==> src/hdl/ptob_pkg.sv <==
// ---------------------------------------------------------------------------
// Price-time order book package
// Shared widths, codes and the slot and cell command structures.
// ---------------------------------------------------------------------------
`default_nettype none
package ptob_pkg;
  localparam int ORDER_SLOTS  = 32;
  localparam int LEVEL_COUNT  = 1024;
  localparam int SLOT_W  = $clog2(ORDER_SLOTS);
  localparam int LEVEL_W = $clog2(LEVEL_COUNT);
  localparam int ID_W    = 63;
  localparam int PRICE_W = 10;
  localparam int QTY_W   = 31;
  localparam int TOT_W   = 36;
  localparam int CNT_W   = 32;
  localparam logic [PRICE_W-1:0] PRICE_MAX = PRICE_W'(LEVEL_COUNT - 1);

  localparam logic [2:0] OP_ADD    = 3'd0;
  localparam logic [2:0] OP_CANCEL = 3'd1;
  localparam logic [2:0] OP_REDUCE = 3'd2;
  localparam logic [2:0] OP_QUERY  = 3'd3;
  localparam logic [2:0] OP_CLEAR  = 3'd4;

  localparam logic [3:0] ST_RESTED    = 4'd0;
  localparam logic [3:0] ST_FILLED    = 4'd1;
  localparam logic [3:0] ST_CANCELLED = 4'd2;
  localparam logic [3:0] ST_REDUCED   = 4'd3;
  localparam logic [3:0] ST_UNKNOWN   = 4'd4;
  localparam logic [3:0] ST_FULL      = 4'd5;
  localparam logic [3:0] ST_DUP       = 4'd6;
  localparam logic [3:0] ST_SIDE      = 4'd7;
  localparam logic [3:0] ST_CLEARED   = 4'd8;

  // Contents of one order slot.
  typedef struct packed {
    logic               valid;
    logic [ID_W-1:0]    id;
    logic               side;
    logic [PRICE_W-1:0] price;
    logic [QTY_W-1:0]   rem;
    logic [CNT_W-1:0]   arrival;
  } slot_t;

  // Command from the sequencer to every cell.
  typedef struct packed {
    logic               write;
    logic               clear;
    logic [SLOT_W-1:0]  sel;
    slot_t              data;
  } cell_cmd_t;
endpackage
`default_nettype wire

==> src/hdl/ptob_cell.sv <==
// ---------------------------------------------------------------------------
// Order slot cell
// Holds one order slot and passes it on the scan chain when shifting is enabled.
// ---------------------------------------------------------------------------
`default_nettype none
module ptob_cell (
  input  wire logic               clk,
  input  wire logic               rst_n,
  input  wire logic [ptob_pkg::SLOT_W-1:0] my_idx,
  input  wire ptob_pkg::cell_cmd_t cmd,
  input  wire logic               shift_en,
  input  wire ptob_pkg::slot_t    scan_in,
  output ptob_pkg::slot_t         scan_out
);
  import ptob_pkg::*;
  slot_t slot_r, slot_nxt;

  always_comb begin
    slot_nxt = slot_r;
    if (shift_en) begin
      slot_nxt = scan_in;
    end else if (cmd.sel == my_idx) begin
      if (cmd.write) slot_nxt = cmd.data;
      else if (cmd.clear) slot_nxt.valid = 1'b0;
    end
  end

  always_ff @(posedge clk) begin
    if (!rst_n) slot_r.valid <= 1'b0;
    else slot_r.valid <= slot_nxt.valid;
    slot_r.id      <= slot_nxt.id;
    slot_r.side    <= slot_nxt.side;
    slot_r.price   <= slot_nxt.price;
    slot_r.rem     <= slot_nxt.rem;
    slot_r.arrival <= slot_nxt.arrival;
  end

  assign scan_out = slot_r;
endmodule
`default_nettype wire

==> config.mk <==
export PLATFORM = sky130hd
export DESIGN_NAME = ptob_cell
export DESIGN_NICKNAME = d
export VERILOG_FILES = /design/src/hdl/ptob_pkg.sv /design/src/hdl/ptob_cell.sv
export SDC_FILE = /design/constraint.sdc
export NUM_CORES = 1
export LEC_CHECK = 0
export CAP_MARGIN = 20
export CORE_AREA = 2 2 168 170
export CTS_BUF_LIST = sky130_fd_sc_hd__clkbuf_16
export DETAILED_ROUTE_END_ITERATION = 10
export DIE_AREA = 0 0 170 172
export DONT_BUFFER_PORTS = 1
export SLEW_MARGIN = 20
export SYNTH_ARGS = -nofsm -noshare
export SYNTH_HDL_FRONTEND = slang
export SYNTH_SLANG_ARGS = --single-unit
==> constraint.sdc <==
create_clock -name clk -period 6.67 [get_ports clk]
set_input_delay 1.0005 -clock clk [delete_from_list [all_inputs] [get_ports clk]]
set_output_delay 1.0005 -clock clk [all_outputs]
set_load 0.01 [all_outputs]
* Word-level counts from Yosys, hierarchy flattened
Cells that the tools add are included.
Operators by class: add/subtract/negate cells 0, multipliers 0, divide/modulo/power cells 0, order comparisons 0, eq/ne operators 1, shift operators 0, mux-type cells 5, bitwise gates (word level) 0, reduce and logical (&&, ||, !) cells 5
Operator list (number):
- two-way mux 138 bit | 2
- two-way mux 137 bit | 1
- equality test 5 bit | 1
- AND reduction 2 bit | 2
- nonzero test 2 bit | 2
- nonzero test 3 bit | 1
- two-way mux 1 bit | 2
Storage, ports and cells: register bits 138, latch bits 0, RAM bits 0, bits in read-only memories 0, input port bits 291, output and inout bits 138, word-level logic and storage cells 17, memories 0

* Longest topological paths before layout
Gate-level depths: netlist (run 1).
depth after elaboration 4, mapped depth 6, mapped depth without buffers 4

* Worst setup path after synthesis (run 1)
No wires, ideal clock.
path type in2reg, start input port my_idx[1] (netlist bit), end register slot_r, in the netlist scan_out[0] (enable), setup time 505 ps, arrival time 4437 ps, required time 6165 ps, path slack 1728 ps, stages 3, buffers on the path 0, path through xor2_1 > nor3_2 > a41o_1
Between the ends: word-level cells in the longest chain between the ends 3
RTL lines:
- start, declared | line ptob_cell.sv:9 | input wire logic [ptob_pkg::SLOT_W-1:0] my_idx,
- equality test 5 bit | line ptob_cell.sv:22 | end else if (cmd.sel == my_idx) begin
- nonzero test 2 bit (no source line)
- AND reduction 2 bit (no source line)
- end, declared | line ptob_cell.sv:16 | slot_t slot_r, slot_nxt;
No other way between the ends. A chain may end at the register's enable or synchronous reset.

* Worst setup path in the final report (run 1)
start input port my_idx[1] (netlist bit), end register slot_r, in the netlist scan_out[131] (enable)
Same word-level chain as after synthesis.

==> results of run 1 <==
metal layers:
metal	up-vias	routed length, µm
met4	0	183
met5	-	0
met2	220	7770
li1	1210	-
met1	1400	5300
met3	7	1200
logic make-up (layout without fill, tap and decap cells):
family,Yosys count,after routing,synth area share
compound gates,4,4,0.00459
xor+xnor,5,5,0.00698
buf+inv,17,33,0.0249
flops,138,138,0.659
mux,138,138,0.301
simple gates,5,5,0.00399
power breakdown:
group / internal [mW] / switching [mW] / total, mW
sequential: 1.06 / 0.0890 / 1.15
clock: 0.589 / 0.374 / 0.962
combinational: 0.0875 / 0.0405 / 0.128
worst paths after layout:
path / end / slack, ns
min reg2reg: scan_out[137] / 0.67
max: scan_out[131] / 3.56
max reg2reg: scan_out[137] / 5.79
min: scan_out[137] / 0.67
metrics by stage:
step | instances | total power, mW
after global routing | 669 | 2.34
after global placement | 638 | 1.30
after detailed placement | 638 | 1.30
final | 669 | 2.24
after CTS | 669 | 2.29
after floorplan | 307 | 1.29
cells in the final DEF, fill, tap and decap left out, drive strengths merged:
master,n
dfxtp,1
nand2,4
clkbuf,17
clkinvlp,3
mux2i,1
buf,1
o2111ai,1
clkinv,4
bufinv,3
xnor2,2
a41o,1
inv,5
edfxtp,137
nor3,1
mux2,137
o21ai,2
xor2,3
cell type report:
cell class | count | area, µm² | share of cell area
clock buffer | 17 | 425 | 0.0593
timing repair buffer | 1 | 7.51 | 0.00105
tap | 346 | 433 | 0.0604
inverter | 1 | 3.75 | 0.000523
multi-input combinational | 152 | 2000 | 0.278
clock inverter | 14 | 173 | 0.0241
sequential | 138 | 4130 | 0.576
critical path, stage by stage:
cell and delay (ns):
xor2_1 0.15, nor3_2 0.23, a41o_4 0.75, buf_4 0.81
==> reports/metrics.csv, run 1 <==
metric,value,unit
nets,602,
num_vias,2837,
netlist.area_leader.share,0.656,
ant_nets,0,
yosysMostFrequentCell,edfxtp_1,
grtUsageMet2,0.155,
drt-initial-drc-count,122,
diodes,0,
p_leak,2.61,nW
dieArea,29200,µm²
setup_ws,3.56,ns
synthTopCellsByArea,"edfxtp_1, mux2_4, mux2_2",
place.detailed.hpwl,10.8,mm
tns,0,ns
portBuffers,0,
rr_startpoint,scan_out[137],
cp-startpoint,my_idx[1],
status,completed,
clock_skew,0,ns
cts_buffer_depth,2,
worstPathArrival,3.13,ns
hold_path_class,flop to flop,
die_w,170,µm
reg2reg_depth,4,
hold_viol,0,
fillCellCount,2723,
areaGrowthSynthToFinish,14.3,%
core_area,27500,µm²
holdWs,0.673,ns
grt_pass1_vias,2972,
die_y,172,µm
largest_reg_flops,138,
rows,61,
grt_pass1_wl,18.5,mm
synth_nets,598,
ys_warn_count,0,
gr-usage-met3,0.0352,
syn-cell-area,6270,µm²
rsz0062_at_grt,false,
clock_latency,0.40,ns
yosysUniqueCellTypes,16,
async_flop_share,0,
overflow,0,
synth_common_cells,"edfxtp_1, mux2_4, mux2_2",
initial_core_util,0.228,
drv_cap,0,
max_freq,322,MHz
placed_cell_area,6570,µm²
worstSetupEndpointType,flop,
viasPerCell,4.24,
hold_start,scan_out[137],
drive_above_1_share,0.523,
dp_slack,3.12,ns
synth_edf_count,137,
finalMaxSlewViolations,0,
detail_route.wl_per_cell,21.6,µm
synth_top_area_cell,edfxtp_1,
finalSetupViolations,0,
syn_area_per_cell,20.4,µm²
numClockSinks,138,
design_area,7170,µm²
fin_crit,3.11,ns
ir_worst_vdd,0.132,mV
drc_errors,0,
drt-pass1-iter-count,4,
critPathLaunchType,input pin,
post_cts_buffers,0,
top_usage_layer,met2,
use_met1,0.0963,
synth-seq-cells,138,
fin_crit_sh,0.466,
gp_congestion,0.787,
track_usage,0.0887,
io_pins,429,
cts_hold_buf,0,
antenna_found_initial,0,
grt_start_max_net_pins,142,
syn_inst,307,
hold_depth,4,
cts_resized,0,
yosysSeqAreaShare,0.659,
critPathKind,input pin to flop,
numCtsBuffers,17,
cts_tree,done,
powerDensity,313,nW/µm²
synth-main-ff-cell,edfxtp_1,
h-tree-depth,4,
clk_pin_slew_worst_paths,0.06,ns
max-slew-margin-rel,0.360,
cp.required,6.70,ns
fin_util,0.261,
worstPathMaxFanout,73,
drt_wl_total,14.4,mm
worst_pin_slew,0.959,ns
clock-root-buffer,clkbuf_16,
Power figures use the tool's default switching activity.
==> run 2, diff against run 1 <==
- CORE_AREA: 2 2 168 170 -> 2 2 167 169
- DIE_AREA: 0 0 170 172 -> 0 0 169 171
- clock period: 6.67 -> 2.8 ns (I/O delays scaled with it)
==> run 2 against run 1 <==
  * Flip-flop and latch count unchanged
  * Wire length increased by 5.4%
  * First-iteration DRC count increased by 8.2%
  * Global-route usage increased by 0.74 points
  * Clock skew unchanged
  * Clock-buffer cell count unchanged
  * Critical path type unchanged
  * Largest cell class unchanged
  * Largest power group unchanged
  * Highest routed layer unchanged
==> reports/metrics.csv, run 2 (same netlist as run 1, synthesis figures left out) <==
metric,value,unit
status,completed,
p_sw,1.27,mW
use_met1,0.0926,
dieArea,28900,µm²
max_freq,564,MHz
cp.required,2.83,ns
gp_congestion,0.838,
grt_pass1_vias,2957,
cts_resized,0,
numClockSinks,138,
numCtsBuffers,17,
p_leak,2.61,nW
post_cts_buffers,0,
cts_buffer_depth,2,
hold_depth,2,
clk_pin_slew_worst_paths,0.07,ns
final_common_cell,edfxtp_1,
ir_worst_vdd,0.364,mV
power_frac_comb,0.058,
overflow,0,
top_usage_layer,met2,
worstPathMaxFanout,137,
fin_crit,1.77,ns
critPathKind,input pin to flop,
worstPathArrival,1.81,ns
sw_frac_of_total,0.238,
drt_wl_total,15.2,mm
finalSetupViolations,0,
initial_core_util,0.230,
largest_reg_flops,138,
worstSetupEndpointType,flop,
gr-usage-met3,0.0544,
antenna_found_initial,0,
tns,0,ns
drv_cap,0,
fin_crit_sh,0.634,
clock-root-buffer,clkbuf_16,
drt-pass1-iter-count,4,
num_vias,2875,
drc_errors,0,
clock_latency,0.41,ns
hold_viol,0,
portBuffers,0,
worst_pin_slew,0.993,ns
cts_tree,done,
max-slew-margin-rel,0.338,
cts_hold_buf,0,
reg2reg_depth,4,
h-tree-depth,4,
mostFrequentLayoutCells,"edfxtp_1, mux2_4, mux2_2, clkbuf_16",
rows,61,
drive_above_1_share,0.528,
holdWs,0.151,ns
viasPerCell,4.29,
core_area,27300,µm²
grt_pass1_wl,19.5,mm
track_usage,0.0962,
place.detailed.hpwl,11.2,mm
powerDensity,746,nW/µm²
rsz0062_at_grt,false,
p_clk_frac,0.428,
finalMaxSlewViolations,0,
diodes,0,
critPathLaunchType,input pin,
areaGrowthSynthToFinish,14.4,%
ant_nets,0,
hold_path_class,input pin to flop,
io_pins,429,
grt_start_max_net_pins,142,
drt-initial-drc-count,132,
clock_skew,0,ns
grtUsageMet2,0.174,
pwr-share-seq,0.513,
nets,602,
detail_route.wl_per_cell,22.7,µm
die_w,169,µm
internal_power,4.08,mW
die_y,171,µm
run 2: cell types whose count changed in the layout (fill, tap and decap cells not counted):
cell	delta
inv_8	+2
buf_12	+1
buf_4	-1
bufinv_16	-1
clkinv_2	+1
clkinv_4	-1
inv_1	-1
inv_6	+1
run 2: final timing paths:
check	startpoint	to	slack [ns]
max	my_idx[1]	scan_out[2]	1.03
min	rst_n	scan_out[137]	0.15
max reg2reg	scan_out[137]	scan_out[137]	1.91
min reg2reg	scan_out[137]	scan_out[137]	0.68
run 2: final cells by class:
| type | instances | area (µm²) |
|---|---|---|
| tap | 346 | 433 |
| fill | 2721 | 20100 |
| multi-input combinational | 152 | 2000 |
| sequential | 138 | 4130 |
| clock buffer | 17 | 425 |
| clock inverter | 15 | 166 |
| inverter | 1 | 3.75 |
| timing repair buffer | 1 | 20.0 |
run 2: power by group through the flow:
stage                     combinational (mW)  sequential (mW)  clock (mW)
after global placement                 0.300             2.80           0
after detailed placement               0.317             2.80           0
final                                  0.312             2.75        2.29
after floorplan                        0.324             2.73           0
after CTS                              0.316             2.76        2.39
after global routing                   0.332             2.77        2.47
run 2: worst max-delay path, cell delays in order:
cell and delay (ns):
xor2_1 0.15, nor3_2 0.24, a41o_4 0.26, buf_12 0.36
run 2: through the flow:
| step | power, mW | setup slack (ns) | std cells | utilization | instance area, µm² |
|---|---|---|---|---|---|
| 6_report | 5.35 | 1.03 | 670 | 0.263 | 7180 |
| 5_1_grt | 5.57 | 1.09 | 670 | 0.263 | 7180 |
| 4_1_cts | 5.46 | 1.17 | 670 | 0.263 | 7180 |
| 3_5_place_dp | 3.11 | 0.731 | 638 | 0.241 | 6590 |
| 3_3_place_gp | 3.10 | 0.797 | 638 | 0.241 | 6590 |
| 2_1_floorplan | 3.06 | 0.523 | 307 | - | 6290 |
run 2: metal layers:
| metal | up-vias | share of wire |
|---|---|---|
| li1 | 1213 | - |
| met1 | 1409 | 0.34 |
| met2 | 248 | 0.53 |
| met3 | 5 | 0.12 |
| met4 | 0 | 0.0087 |
| met5 | - | 0 |
